===== config.mk =====
export PLATFORM = sky130hd
export DESIGN_NAME = plde_front
export DESIGN_NICKNAME = d
export VERILOG_FILES = /design/src/rtl/plde_pkg.sv /design/src/rtl/plde_front.sv
export SDC_FILE = /design/constraint.sdc
export NUM_CORES = 1
export LEC_CHECK = 0
export BUFFER_PORTS_ARGS = -buffer_cell sky130_fd_sc_hd__buf_2
export CAP_MARGIN = 20
export CORE_MARGIN = 4
export CORE_UTILIZATION = 35
export CTS_CLUSTER_SIZE = 24
export DETAILED_ROUTE_END_ITERATION = 8
export PLACE_DENSITY = 0.65
export SETUP_SLACK_MARGIN = 0.4
export SLEW_MARGIN = 10
export SYNTH_ARGS = -nofsm -noshare
export SYNTH_HDL_FRONTEND = slang
export SYNTH_SLANG_ARGS = --single-unit

===== constraint.sdc =====
create_clock -name clk -period 3.2 [get_ports clk]
set_input_delay 0.32 -clock clk [delete_from_list [all_inputs] [get_ports clk]]
set_output_delay 0.32 -clock clk [all_outputs]
set_load 0.01 [all_outputs]

===== src/rtl/plde_pkg.sv =====
// Shared types and constants for the prey lattice density engine.
// No dependencies; every other file of the block imports this package.
package plde_pkg;

    localparam int DEF_MAX_ROWS   = 128;
    localparam int DEF_MAX_COLS   = 128;
    localparam int DEF_MAX_RADIUS = 3;

    // Widths of the command that passes from the front part to the back part.
    // They cover the largest lattice and radius that the parameters allow.
    localparam int CMD_IDX_W = 10;
    localparam int CMD_DIM_W = 11;
    localparam int CMD_RAD_W = 3;
    localparam int Q_DEPTH   = 2;
    localparam int ROW_IN_W  = 7;

    localparam logic [7:0]  RST_GRID_ROWS   = 8'd128;
    localparam logic [7:0]  RST_GRID_COLS   = 8'd128;
    localparam logic [1:0]  RST_RADIUS      = 2'd1;
    localparam logic [15:0] RST_COMP_FACTOR = 16'd4096;

    localparam logic [1:0] REG_GRID_ROWS   = 2'd0;
    localparam logic [1:0] REG_GRID_COLS   = 2'd1;
    localparam logic [1:0] REG_RADIUS      = 2'd2;
    localparam logic [1:0] REG_COMP_FACTOR = 2'd3;

    typedef enum logic [1:0] {
        ACT_ADD,
        ACT_REMOVE,
        ACT_COMPETE,
        ACT_SNAPSHOT
    } action_t;

    typedef struct packed {
        action_t     action;
        logic [6:0]  cell_row;
        logic [6:0]  cell_col;
        logic [15:0] random_value;
    } item_t;

    typedef struct packed {
        logic        prey_present;
        logic        cell_changed;
        logic [5:0]  cell_density;
        logic [14:0] prey_total;
    } result_t;

    typedef struct packed {
        action_t                action;
        logic [CMD_IDX_W-1:0]   row;
        logic [CMD_IDX_W-1:0]   col;
        logic [CMD_DIM_W-1:0]   rows;
        logic [CMD_DIM_W-1:0]   cols;
        logic [CMD_RAD_W-1:0]   rad;
        logic [7:0]             nbr_n;
        logic [15:0]            rnd;
        logic [15:0]            factor;
    } cmd_t;

endpackage


===== src/rtl/plde_front.sv =====
// Front part: takes an item, clamps the configuration and reduces the cell
// address modulo the lattice size bit by bit. Depends on plde_pkg.
module plde_front #(
    parameter int MAX_ROWS   = plde_pkg::DEF_MAX_ROWS,
    parameter int MAX_COLS   = plde_pkg::DEF_MAX_COLS,
    parameter int MAX_RADIUS = plde_pkg::DEF_MAX_RADIUS
) (
    input  logic             clk,
    input  logic             rst_n,
    input  logic             start,
    input  logic             hold,
    input  plde_pkg::item_t  item,
    input  logic [7:0]       grid_rows,
    input  logic [7:0]       grid_cols,
    input  logic [1:0]       fitness_radius,
    input  logic [15:0]      competition_factor,
    input  logic             full,
    output logic             busy,
    output logic             push,
    output plde_pkg::cmd_t   cmd
);
    import plde_pkg::*;

    localparam int ROWS_W = $clog2(MAX_ROWS + 1);
    localparam int COLS_W = $clog2(MAX_COLS + 1);
    localparam int RAD_W  = $clog2(MAX_RADIUS + 1);
    localparam int STEP_W = $clog2(ROW_IN_W);

    typedef enum logic [1:0] {
        ST_IDLE,
        ST_DIV,
        ST_PUSH
    } front_state_t;

    front_state_t        state_reg;
    item_t               item_reg;
    logic [ROWS_W-1:0]   rows_reg;
    logic [COLS_W-1:0]   cols_reg;
    logic [RAD_W-1:0]    rad_reg;
    logic [15:0]         factor_reg;
    logic [ROWS_W-1:0]   rem_r_reg;
    logic [COLS_W-1:0]   rem_c_reg;
    logic [STEP_W-1:0]   step_reg;

    logic [ROWS_W-1:0]   rows_clamp;
    logic [COLS_W-1:0]   cols_clamp;
    logic [RAD_W-1:0]    rad_clamp;
    logic [ROWS_W:0]     trial_r;
    logic [COLS_W:0]     trial_c;
    logic [ROWS_W-1:0]   rem_r_next;
    logic [COLS_W-1:0]   rem_c_next;
    logic [3:0]          span;
    logic                accept;

    assign accept = start && !hold && (state_reg == ST_IDLE);
    assign busy   = hold || (state_reg != ST_IDLE);
    assign push   = (state_reg == ST_PUSH) && !full;

    always_comb
    begin
        if (grid_rows == 8'd0)
            rows_clamp = ROWS_W'(1);
        else if (32'(grid_rows) > 32'(MAX_ROWS))
            rows_clamp = ROWS_W'(MAX_ROWS);
        else
            rows_clamp = ROWS_W'(grid_rows);

        if (grid_cols == 8'd0)
            cols_clamp = COLS_W'(1);
        else if (32'(grid_cols) > 32'(MAX_COLS))
            cols_clamp = COLS_W'(MAX_COLS);
        else
            cols_clamp = COLS_W'(grid_cols);

        if (fitness_radius == 2'd0)
            rad_clamp = RAD_W'(1);
        else if (32'(fitness_radius) > 32'(MAX_RADIUS))
            rad_clamp = RAD_W'(MAX_RADIUS);
        else
            rad_clamp = RAD_W'(fitness_radius);
    end

    // One restoring-remainder step per cycle on each coordinate.
    always_comb
    begin
        trial_r = {rem_r_reg, item_reg.cell_row[step_reg]};
        trial_c = {rem_c_reg, item_reg.cell_col[step_reg]};
        if (trial_r >= {1'b0, rows_reg})
            rem_r_next = ROWS_W'(trial_r - {1'b0, rows_reg});
        else
            rem_r_next = ROWS_W'(trial_r);
        if (trial_c >= {1'b0, cols_reg})
            rem_c_next = COLS_W'(trial_c - {1'b0, cols_reg});
        else
            rem_c_next = COLS_W'(trial_c);
    end

    assign span = 4'(32'(rad_reg) * 2 + 1);

    always_comb
    begin
        cmd.action = item_reg.action;
        cmd.row    = CMD_IDX_W'(rem_r_reg);
        cmd.col    = CMD_IDX_W'(rem_c_reg);
        cmd.rows   = CMD_DIM_W'(rows_reg);
        cmd.cols   = CMD_DIM_W'(cols_reg);
        cmd.rad    = CMD_RAD_W'(rad_reg);
        cmd.nbr_n  = 8'(32'(span) * 32'(span) - 1);
        cmd.rnd    = item_reg.random_value;
        cmd.factor = factor_reg;
    end

    always_ff @(posedge clk or negedge rst_n)
    begin
        if (!rst_n)
        begin
            state_reg <= ST_IDLE;
            step_reg  <= '0;
        end
        else
        begin
            case (state_reg)
                ST_IDLE:
                begin
                    if (accept)
                    begin
                        item_reg   <= item;
                        rows_reg   <= rows_clamp;
                        cols_reg   <= cols_clamp;
                        rad_reg    <= rad_clamp;
                        factor_reg <= competition_factor;
                        rem_r_reg  <= '0;
                        rem_c_reg  <= '0;
                        step_reg   <= STEP_W'(ROW_IN_W - 1);
                        state_reg  <= ST_DIV;
                    end
                end
                ST_DIV:
                begin
                    rem_r_reg <= rem_r_next;
                    rem_c_reg <= rem_c_next;
                    step_reg  <= step_reg - STEP_W'(1);
                    if (step_reg == '0)
                        state_reg <= ST_PUSH;
                end
                ST_PUSH:
                begin
                    if (!full)
                        state_reg <= ST_IDLE;
                end
                default:
                    state_reg <= ST_IDLE;
            endcase
        end
    end

endmodule


Word level (Yosys, flattened, before mapping)
Index checks and enable logic that the tools add are counted.

Word-level logic and storage cells: 66. Register bits after elaboration: 87. Output and inout port bits: 89. Input bits: 71.

Multiplexer cells: 17. Eq/ne operators: 5. $add $sub $neg: 5. Magnitude comparators: 5. Reductions and logical operators: 19. Multipliers: 1.

Operator list (count): $mux W8 (5); $pmux W8 S2 (2); $ge A9 B8 Y1 (2); $gt A8 B8 Y1 const B (2); $logic_not A8 Y1 (2); $sub A8 B8 Y8 (2); $reduce_and A3 Y1 (3); $mul A4 B4 Y8 (1); $sub A8 B1 Y8 const B (1); $bmux W1 S3 (2); $mux W2 (3); $ne A2 B2 Y1 const B (3); $pmux W2 S3 (1); $pmux W3 S2 (1); $add A3 B1 Y4 const B (1); $logic_not A2 Y1 (2); $lt A3 B4 Y1 const B (1); $reduce_bool A2 Y1 (2); $reduce_or A2 Y1 (2); $logic_and A1 B1 Y1 (3); $logic_not A3 Y1 (1); $mux W3 (1); $sub A3 B1 Y3 const B (1); $eq A2 B1 Y1 const B (1); other kinds (5) (7).

Logic depth before layout (Yosys ltp)
Gate-level depths: netlist of run 1.

Word-level depth: 5. Gate-level depth with buffers: 12. Mapped depth without buffers: 11.

Worst setup path before layout of run 1
Ideal clock, no wire load.

Path type: register to register. Start: reg step_reg[0]. End: reg rem_c_reg[6] (data pin). Data required time: 3.059 ns. Data arrival time: 2.613 ns. Library setup time: 0.141 ns. Period minus slack after synthesis: 2.755 ns. Buffers on the path: 1. Path slack: 0.445 ns. Cell stages (with the launch flop): 11. Cells stage by stage: dfrtp_1 buf_2 mux4_2 mux2i_1 ha_1 fa_1 nor2b_4 o31a_1 or4_1 a41o_1 a21oi_2.

Longest elaborated chain between the ends: 5. Elaborated cells between the ends (all ways): 6. Classes of those cells: add/sub (1); order compare (1); mux (4).

Ends and longest elaborated chain: start: declaration (RTL line plde_front.sv:43) `logic [STEP_W-1:0] step_reg;`; start signal: assignment (RTL line plde_front.sv:134) `step_reg <= STEP_W'(ROW_IN_W - 1);`; start signal: assignment (RTL line plde_front.sv:142) `step_reg <= step_reg - STEP_W'(1);`; $bmux W1 S3 (*) (RTL line plde_front.sv:87) `trial_c = {rem_c_reg, item_reg.cell_col[step_reg]};`; $mux W1 (implied by the code) (*) (RTL line plde_front.sv:87); $sub A8 B8 Y8 or $ge A9 B8 Y1 (tied branches) (RTL line plde_front.sv:93, plde_front.sv:92); $mux W8 (*) (RTL line plde_front.sv:92) `if (trial_c >= {1'b0, cols_reg})`; $pmux W8 S2 (*) (RTL line plde_front.sv:122) `case (state_reg)`; end signal: assignment (RTL line plde_front.sv:141) `rem_c_reg <= rem_c_next;`; end: declaration (RTL line plde_front.sv:42) `logic [COLS_W-1:0] rem_c_reg;`.

Every way passes the cells marked *; elsewhere a longest branch is shown, timed or not. The select of a mux whose other input is x is not followed. A chain may end at the register's enable or synchronous reset.

Worst setup path after layout of run 1
Ends and elaborated chain as after synthesis.

==> results.py, run 1 <==
metrics = {
    "global_route": {
        "grt_start_max_net_pins": 54,
        "grt_first_pass_wirelength_um": 15210,
        "grt_usage_pct": 13.29,
        "first_global_vias": 3197,
        "antenna_violations_before_repair": 0,
        "grt_overflow": 0,
    },
    "sta": {
        "final_min_period_over_clock_period_pct": 87.88,
        "fin_tns_setup_ps": 0,
        "clock_skew_ps": 4.512,
        "max_freq_ghz": 0.3556,
        "worstMarginPinSlew_ps": 770.4,
        "final_max_slew_viol_count": 0,
        "slew-limit-headroom_pct": 48.64,
        "setup_viol": 0,
        "hold_viol_final": 0,
        "fin_worst_hold_slack_ps": 145.3,
        "post-route-min-period_ps": 2812,
        "setup_repair_after_global_routing_missed_its_margin": "yes",
    },
    "synth": {
        "yosysWarningCount": 0,
        "synth_top_family_by_area": "compound AO/OA/AOI/OAI gates",
        "synth-simple-area-share_pct": 10.88,
        "area_share_of_the_largest_cell_type_after_synthesis_pct": 55.33,
        "synth_enable_flop_cells": 82,
        "synth-seq-area-share_pct": 58.14,
        "syn-instance-count": 354,
        "yosys.cell_types.count": 57,
        "syn-cell-area_mm2": 0.004451,
        "synth.avg_cell_area_um2": 12.57,
        "yosys.area.top_type": "edfxtp_1",
        "synth_flop_cell": "edfxtp_1",
        "synth.area.mux_share_pct": 1.912,
        "synth-adder-area-share_pct": 7.647,
        "synth.area.top_cells": "edfxtp_1 (55%), ha_1 (6.7%), buf_4 (5.4%)",
        "share_of_async_settable_or_async_resettable_flops_after_synthesis_pct": 5.747,
        "synth_compound_area_share_pct": 11.84,
        "ys_ff_latch": 87,
        "yosys.area_share.xor_xnor_pct": 1.181,
    },
    "setup_path": {
        "cp-end-kind": "flop",
        "worstSetupStartpointType": "flop",
        "crit_path_max_fanout": 4,
        "critPathArrivalTime_ps": 3000,
        "crit_slowest_cell": "mux4_2",
        "worst-setup-path-type": "reg2reg",
        "worst_path_dominant_cell_family": "multiplexers",
        "cp.buffers_inverters": 0,
        "crit_path_required_time_ps": 3390,
        "crit_chain": "mux4_2, mux2i_4, ha_4, fa_2, nor2b_4, o31a_1, or4_4, a41o_1, a21oi_2",
        "delay_contributed_by_the_slowest_stage_of_the_critical_path_ps": 540,
        "rrSetupSlack_ps": 390,
    },
    "cts": {
        "cts_tree": "yes",
        "tritoncts_num_sinks": 87,
        "clk_root_buffer_cell": "clkbuf_16",
        "clock_tree.htree_level_count": 3,
        "clock_insertion_delay_worst_skew_ps": 340,
        "max-clock-path-buffers": 2,
        "clkSlewWorstSetupHoldPaths_ps": 70,
        "cts_buffer_count": 9,
    },
    "final_layout": {
        "final_layout_size_suffix_gt1_share_pct": 38.10,
        "finalNetCount": 588,
        "flip_flop_count_of_the_largest_register_all_copies_and_words_added": 18,
        "multi_input_comb_area_mm2": 0.001619,
        "register_area_mm2": 0.002589,
        "num_antenna_cells": 0,
        "final.fill_count": 1145,
        "mostFrequentLayoutCells": "buf_2 (146), edfxtp_1 (82), inv_1 (24), ha_1 (23), nor2b_1 (21)",
        "area_growth_pct": 26.09,
        "post_route_standard_cell_area_excluding_fillers_mm2": 0.005612,
        "most_common_cell_after_layout_fill_and_taps_aside": "buf_2",
    },
    "routing": {
        "wirelength_um": 9632,
        "drt-pass1-iter-count": 4,
        "detail_route.vias_per_cell": 4.708,
        "postRouteAntennaNets": 0,
        "via_count": 3126,
        "wire_per_inst_um": 14.51,
        "drt_iter0_markers": 182,
        "drc": 0,
    },
    "flow_run": {
        "max-cap-violations": 0,
    },
    "placement": {
        "placement.io_buffers": 146,
        "hpwlAfterDp_um": 7494,
        "gp_routability_congestion": 0.8191,
        "post_dp_cell_area_mm2": 0.005192,
    },
    "floorplanning": {
        "design.core.area_mm2": 0.01221,
        "initial_core_util_pct": 36.44,
        "die_height_um": 120.8,
        "die-area_mm2": 0.01458,
        "floorplan.rows": 40,
        "die-width_um": 120.8,
        "io_pins": 160,
    },
    "worst_hold_path": {
        "min_path_type": "in2reg",
    },
    "status": {
        "outcome": "finished clean",
    },
    "pwr": {
        "cellPowerDensity_mw_per_mm2": 799.0,
        "static-leakage-power_nw": 2.357,
        "ir_drop_uv": 347.0,
    },
}
==> cell type report <==
type / instances / share of cell area, %
timing repair buffer: 152 / 14.09
sequential: 87 / 46.13
multi-input combinational: 217 / 28.85
inverter: 24 / 1.605
clock buffer: 9 / 4.013
tap: 168 / 3.746
clock inverter: 7 / 1.561
==> layer usage <==
| layer | share of wire, % | routed length, µm | track usage [%] |
|---|---|---|---|
| met1 | 41 | 3936 | 15.24 |
| met2 | 49 | 4750 | 22.28 |
| met3 | 7.8 | 747 | 4.490 |
| met4 | 2.0 | 197 | 6.374 |
| met5 | 0 | 0 | 0 |
==> what timing repair did <==
action / in CTS / in global routing
gates resized for setup: 5 / 12
endpoints found under the setup margin: 14 / 13
setup buffers: 2 / 0
hold endpoints to repair: 5 / 0
hold buffers: 1 / 0
pin swaps: 0 / 4
==> worst reg2reg max path, cell delays in order, from the launching register on <==
cell,delay [ps]
dfrtp_2,410
mux4_2,540
mux2i_4,240
ha_4,180
fa_2,240
nor2b_4,50
o31a_1,270
or4_4,410
a41o_1,200
a21oi_2,120
==> report_power, final <==
| group | switching (mW) | total [mW] | internal, mW | leakage, nW |
|---|---|---|---|---|
| registers | 0.148 | 1.65 | 1.50 | 0.813 |
| clock network | 0.471 | 1.09 | 0.624 | 0.154 |
| logic | 0.966 | 1.74 | 0.774 | 1.39 |
==> through the flow <==
| step | util (%) | total power [mW] | setup slack [ps] | instances |
|---|---|---|---|---|
| 3_5_place_dp | 42.52 | 3.302 | 170.8 | 645 |
| 2_1_floorplan | - | 2.869 | 445.3 | 366 |
| 5_1_grt | 45.95 | 4.823 | 244.6 | 664 |
| 3_3_place_gp | 42.52 | 3.259 | 245.6 | 645 |
| 4_1_cts | 45.47 | 4.459 | 406.7 | 664 |
| 6_report | 45.95 | 4.484 | 388.0 | 664 |
==> cell usage after synthesis (all sizes together) (2+ instances only) <==
cell and instances:
nor2 13, a31oi 3, nor3 9, ha 24, or2 2, mux4 2, and2 2, a211oi 4
a221oi 2, dfrtp 5, buf 34, clkbuf 3, inv 24, o211ai 4, a31o 2, nor2b 24
a21o 2, xnor2 6, nand2 13, nor4 3, edfxtp 82, fa 2, nand2b 3, nand3 8
o21a 5, a41o 2, a21oi 20, o21ai 17, o311ai 2, a21boi 2, and3 8, mux2i 4
o31a 2
==> final timing paths <==
path,startpoint,cells after the start,to
setup / recovery,step_reg[0],9,rem_c_reg[6]
hold / removal,competition_factor[14],1,factor_reg[14]
setup reg to reg,step_reg[0],9,rem_c_reg[6]
hold reg to reg,rem_c_reg[4],2,rem_c_reg[5]
max in group asynchronous,rst_n,2,step_reg[0]
min in group asynchronous,rst_n,2,step_reg[1]
==> kinds of logic after synthesis <==
family	after synthesis
flip-flops	87
other	1
buffers and inverters	62
AND/OR/NAND/NOR	89
XOR/XNOR	6
AO/OA/AOI/OAI	77
multiplexers	6
adder cells (fa/ha/maj)	26
No activity file was read; power rests on OpenSTA's default activity.
==> run 2: changes to the inputs <==
Clock period 3.2 ns to 2.7 ns, I/O delays scaled along.
==> run 2 against run 1 <==
Hold slack worse by 37 ps. Register-to-register slack worse by 370 ps. Design area is 2.2% higher. Combinational power is 33% higher. Count of clock-buffer cells in the layout is 1 higher. Clock skew is 2.6 ps higher. Sequential power is 18% higher. Clock power is 13% higher. Fmax is 4.9% higher. First-iteration DRC count is 48% lower. Critical path type unchanged.
==> results.py, run 2 (synthesized netlist as in run 1, its figures left out) <==
metrics = {
    "pwr": {
        "pwr-share-clk_pct": 22.4,
        "seq_power_share_pct": 35.4,
        "finalPower_mw": 5.494,
        "ir_drop_uv": 479.6,
        "power_report.internal_total_mw": 3.545,
        "p_sw_mw": 1.949,
        "cellPowerDensity_mw_per_mm2": 957.9,
        "netSwitchingFraction_pct": 35.47,
        "pwr-share-comb_pct": 42.2,
        "static-leakage-power_nw": 2.391,
    },
    "global_route": {
        "met2_usage_pct": 22.25,
        "grt_first_pass_wirelength_um": 15390,
        "met3_usage_in_global_routing_pct": 4.397,
        "grtUsageMet1_pct": 15.65,
        "grt.busiest_layer": "met2",
        "grt_usage_pct": 13.32,
        "grt_start_max_net_pins": 38,
        "first_global_vias": 3245,
        "antenna_violations_before_repair": 0,
        "grt_overflow": 0,
    },
    "setup_path": {
        "crit_path_max_fanout": 2,
        "delay_contributed_by_the_slowest_stage_of_the_critical_path_ps": 510,
        "worstSetupStartpointType": "flop",
        "timing.rr.start": "step_reg[0]",
        "crit_slowest_cell": "mux4_2",
        "crit_path_required_time_ps": 2890,
        "cp-end-kind": "flop",
        "worst_path_dominant_cell_family": "multiplexers",
        "reg2regPathDepth": 9,
        "crit_chain": "mux4_2, mux2i_2, ha_2, fa_2, nor2b_4, o31a_1, or4_1, a41o_1, a21oi_2",
        "critPathArrivalTime_ps": 2870,
        "cp.buffers_inverters": 0,
        "worst-setup-path-type": "reg2reg",
        "rrSetupSlack_ps": 20,
        "timing.rr.end": "rem_c_reg[6]",
    },
    "final_layout": {
        "mostFrequentLayoutCells": "buf_2 (146), edfxtp_1 (82), inv_1 (24), nor2b_1 (20), ha_1 (20)",
        "flip_flop_count_of_the_largest_register_all_copies_and_words_added": 18,
        "most_common_cell_after_layout_fill_and_taps_aside": "buf_2",
        "finalNetCount": 595,
        "finalCoreUtilization_pct": 46.97,
        "num_antenna_cells": 0,
        "final_layout_size_suffix_gt1_share_pct": 41.75,
        "area_growth_pct": 28.87,
        "post_layout_nonfiller_instances": 671,
    },
    "status": {
        "outcome": "finished clean",
    },
    "sta": {
        "worstMarginPinSlew_ps": 654.2,
        "max_freq_ghz": 0.3731,
        "slew-limit-headroom_pct": 55.93,
        "clock_skew_ps": 7.127,
        "setup_repair_after_global_routing_missed_its_margin": "yes",
        "final_max_slew_viol_count": 0,
        "hold_viol_final": 0,
        "fin_worst_hold_slack_ps": 108.5,
        "final_min_period_over_clock_period_pct": 99.27,
        "setup_viol": 0,
        "post-route-min-period_ps": 2680,
        "fin_tns_setup_ps": 0,
    },
    "routing": {
        "wire_per_inst_um": 14.21,
        "drt_iter0_markers": 95,
        "drc": 0,
        "drt-pass1-iter-count": 4,
        "via_count": 3177,
        "wirelength_um": 9533,
        "detail_route.vias_per_cell": 4.735,
        "postRouteAntennaNets": 0,
    },
    "worst_hold_path": {
        "hold_start": "competition_factor[4]",
        "min_path_cells": 1,
        "min_path_type": "in2reg",
        "worstHoldEndpoint": "factor_reg[4]",
    },
    "cts": {
        "clk_root_buffer_cell": "clkbuf_16",
        "clock_insertion_delay_worst_skew_ps": 330,
        "cts_tree": "yes",
        "tritoncts_num_sinks": 87,
        "max-clock-path-buffers": 2,
        "clock_tree.htree_level_count": 3,
        "cts_buffer_count": 9,
        "clkSlewWorstSetupHoldPaths_ps": 60,
    },
    "floorplanning": {
        "initial_core_util_pct": 36.44,
        "floorplan.rows": 40,
        "die-width_um": 120.8,
        "die_height_um": 120.8,
        "io_pins": 160,
        "die-area_mm2": 0.01458,
        "design.core.area_mm2": 0.01221,
    },
    "placement": {
        "hpwlAfterDp_um": 7492,
        "placed_cells_incl_taps": 651,
        "placement.io_buffers": 146,
        "gp_routability_congestion": 0.8547,
    },
    "flow_run": {
        "max-cap-violations": 0,
    },
}
## run 2: cell types whose count changed in the layout (fill, tap and decap cells not counted), moves of 2 or more
cell / change
ha_1: -3
ha_2: +2
o311ai_2: +2
buf_6: +3
o311ai_1: -2
inv_8: -2
buf_4: +5
o21ai_0: -5
o21ai_2: +4
## run 2: cell type report
cell class / instances / area (µm²)
fillers: 1138 / 6476
flip-flops and latches: 87 / 2587
multi-input cells: 217 / 1709
repair buffers: 159 / 842.1
clock buffers: 10 / 229.0
well taps: 168 / 210.2
inverters: 24 / 90.09
clock inverters: 6 / 67.56
## run 2: worst max-delay path by stage
stage | endpoint | slack (ps) | from | cells past startpoint
after global routing | rem_r_reg[6] | -90 | step_reg[0] | 10
after CTS | rem_r_reg[6] | 30 | step_reg[0] | 10
after global placement | rem_r_reg[6] | 90 | step_reg[0] | 10
after floorplan | rem_c_reg[6] | 10 | step_reg[0] | 10
final | rem_c_reg[6] | 20 | step_reg[0] | 9
after detailed placement | rem_r_reg[7] | 6 | step_reg[0] | 9
## run 2: power by group through the flow
stage / logic [mW] / clock network [mW] / registers (mW)
3_5_place_dp: 2.11 / 0 / 1.97
3_3_place_gp: 2.05 / 0 / 1.97
6_report: 2.32 / 1.23 / 1.94
4_1_cts: 2.20 / 1.27 / 1.95
2_1_floorplan: 1.50 / 0 / 2.00
5_1_grt: 2.59 / 1.33 / 1.97
## run 2: per-layer routing
metal | wire length (µm) | share of wire, % | vias up
li1 | - | - | 1556
met1 | 3852 | 40 | 1486
met2 | 4741 | 50 | 118
met3 | 754 | 7.9 | 17
met4 | 184 | 1.9 | 0
met5 | 0 | 0 | -
## run 2: metrics by stage
step	instance area, µm²	worst slack (ps)
final	5736	19.59
after global routing	5736	-88.97
after CTS	5650	30.53
after detailed placement	5286	6.337
after global placement	5286	85.72
after floorplan	4561	13.81
## run 2: repair_timing
item                                    CTS  global route
hold endpoints to repair                  5             0
buffers inserted                          2             1
hold buffers                              1             0
resized for setup                         7            15
endpoints found under the setup margin   16            16
pin swaps                                 1            12
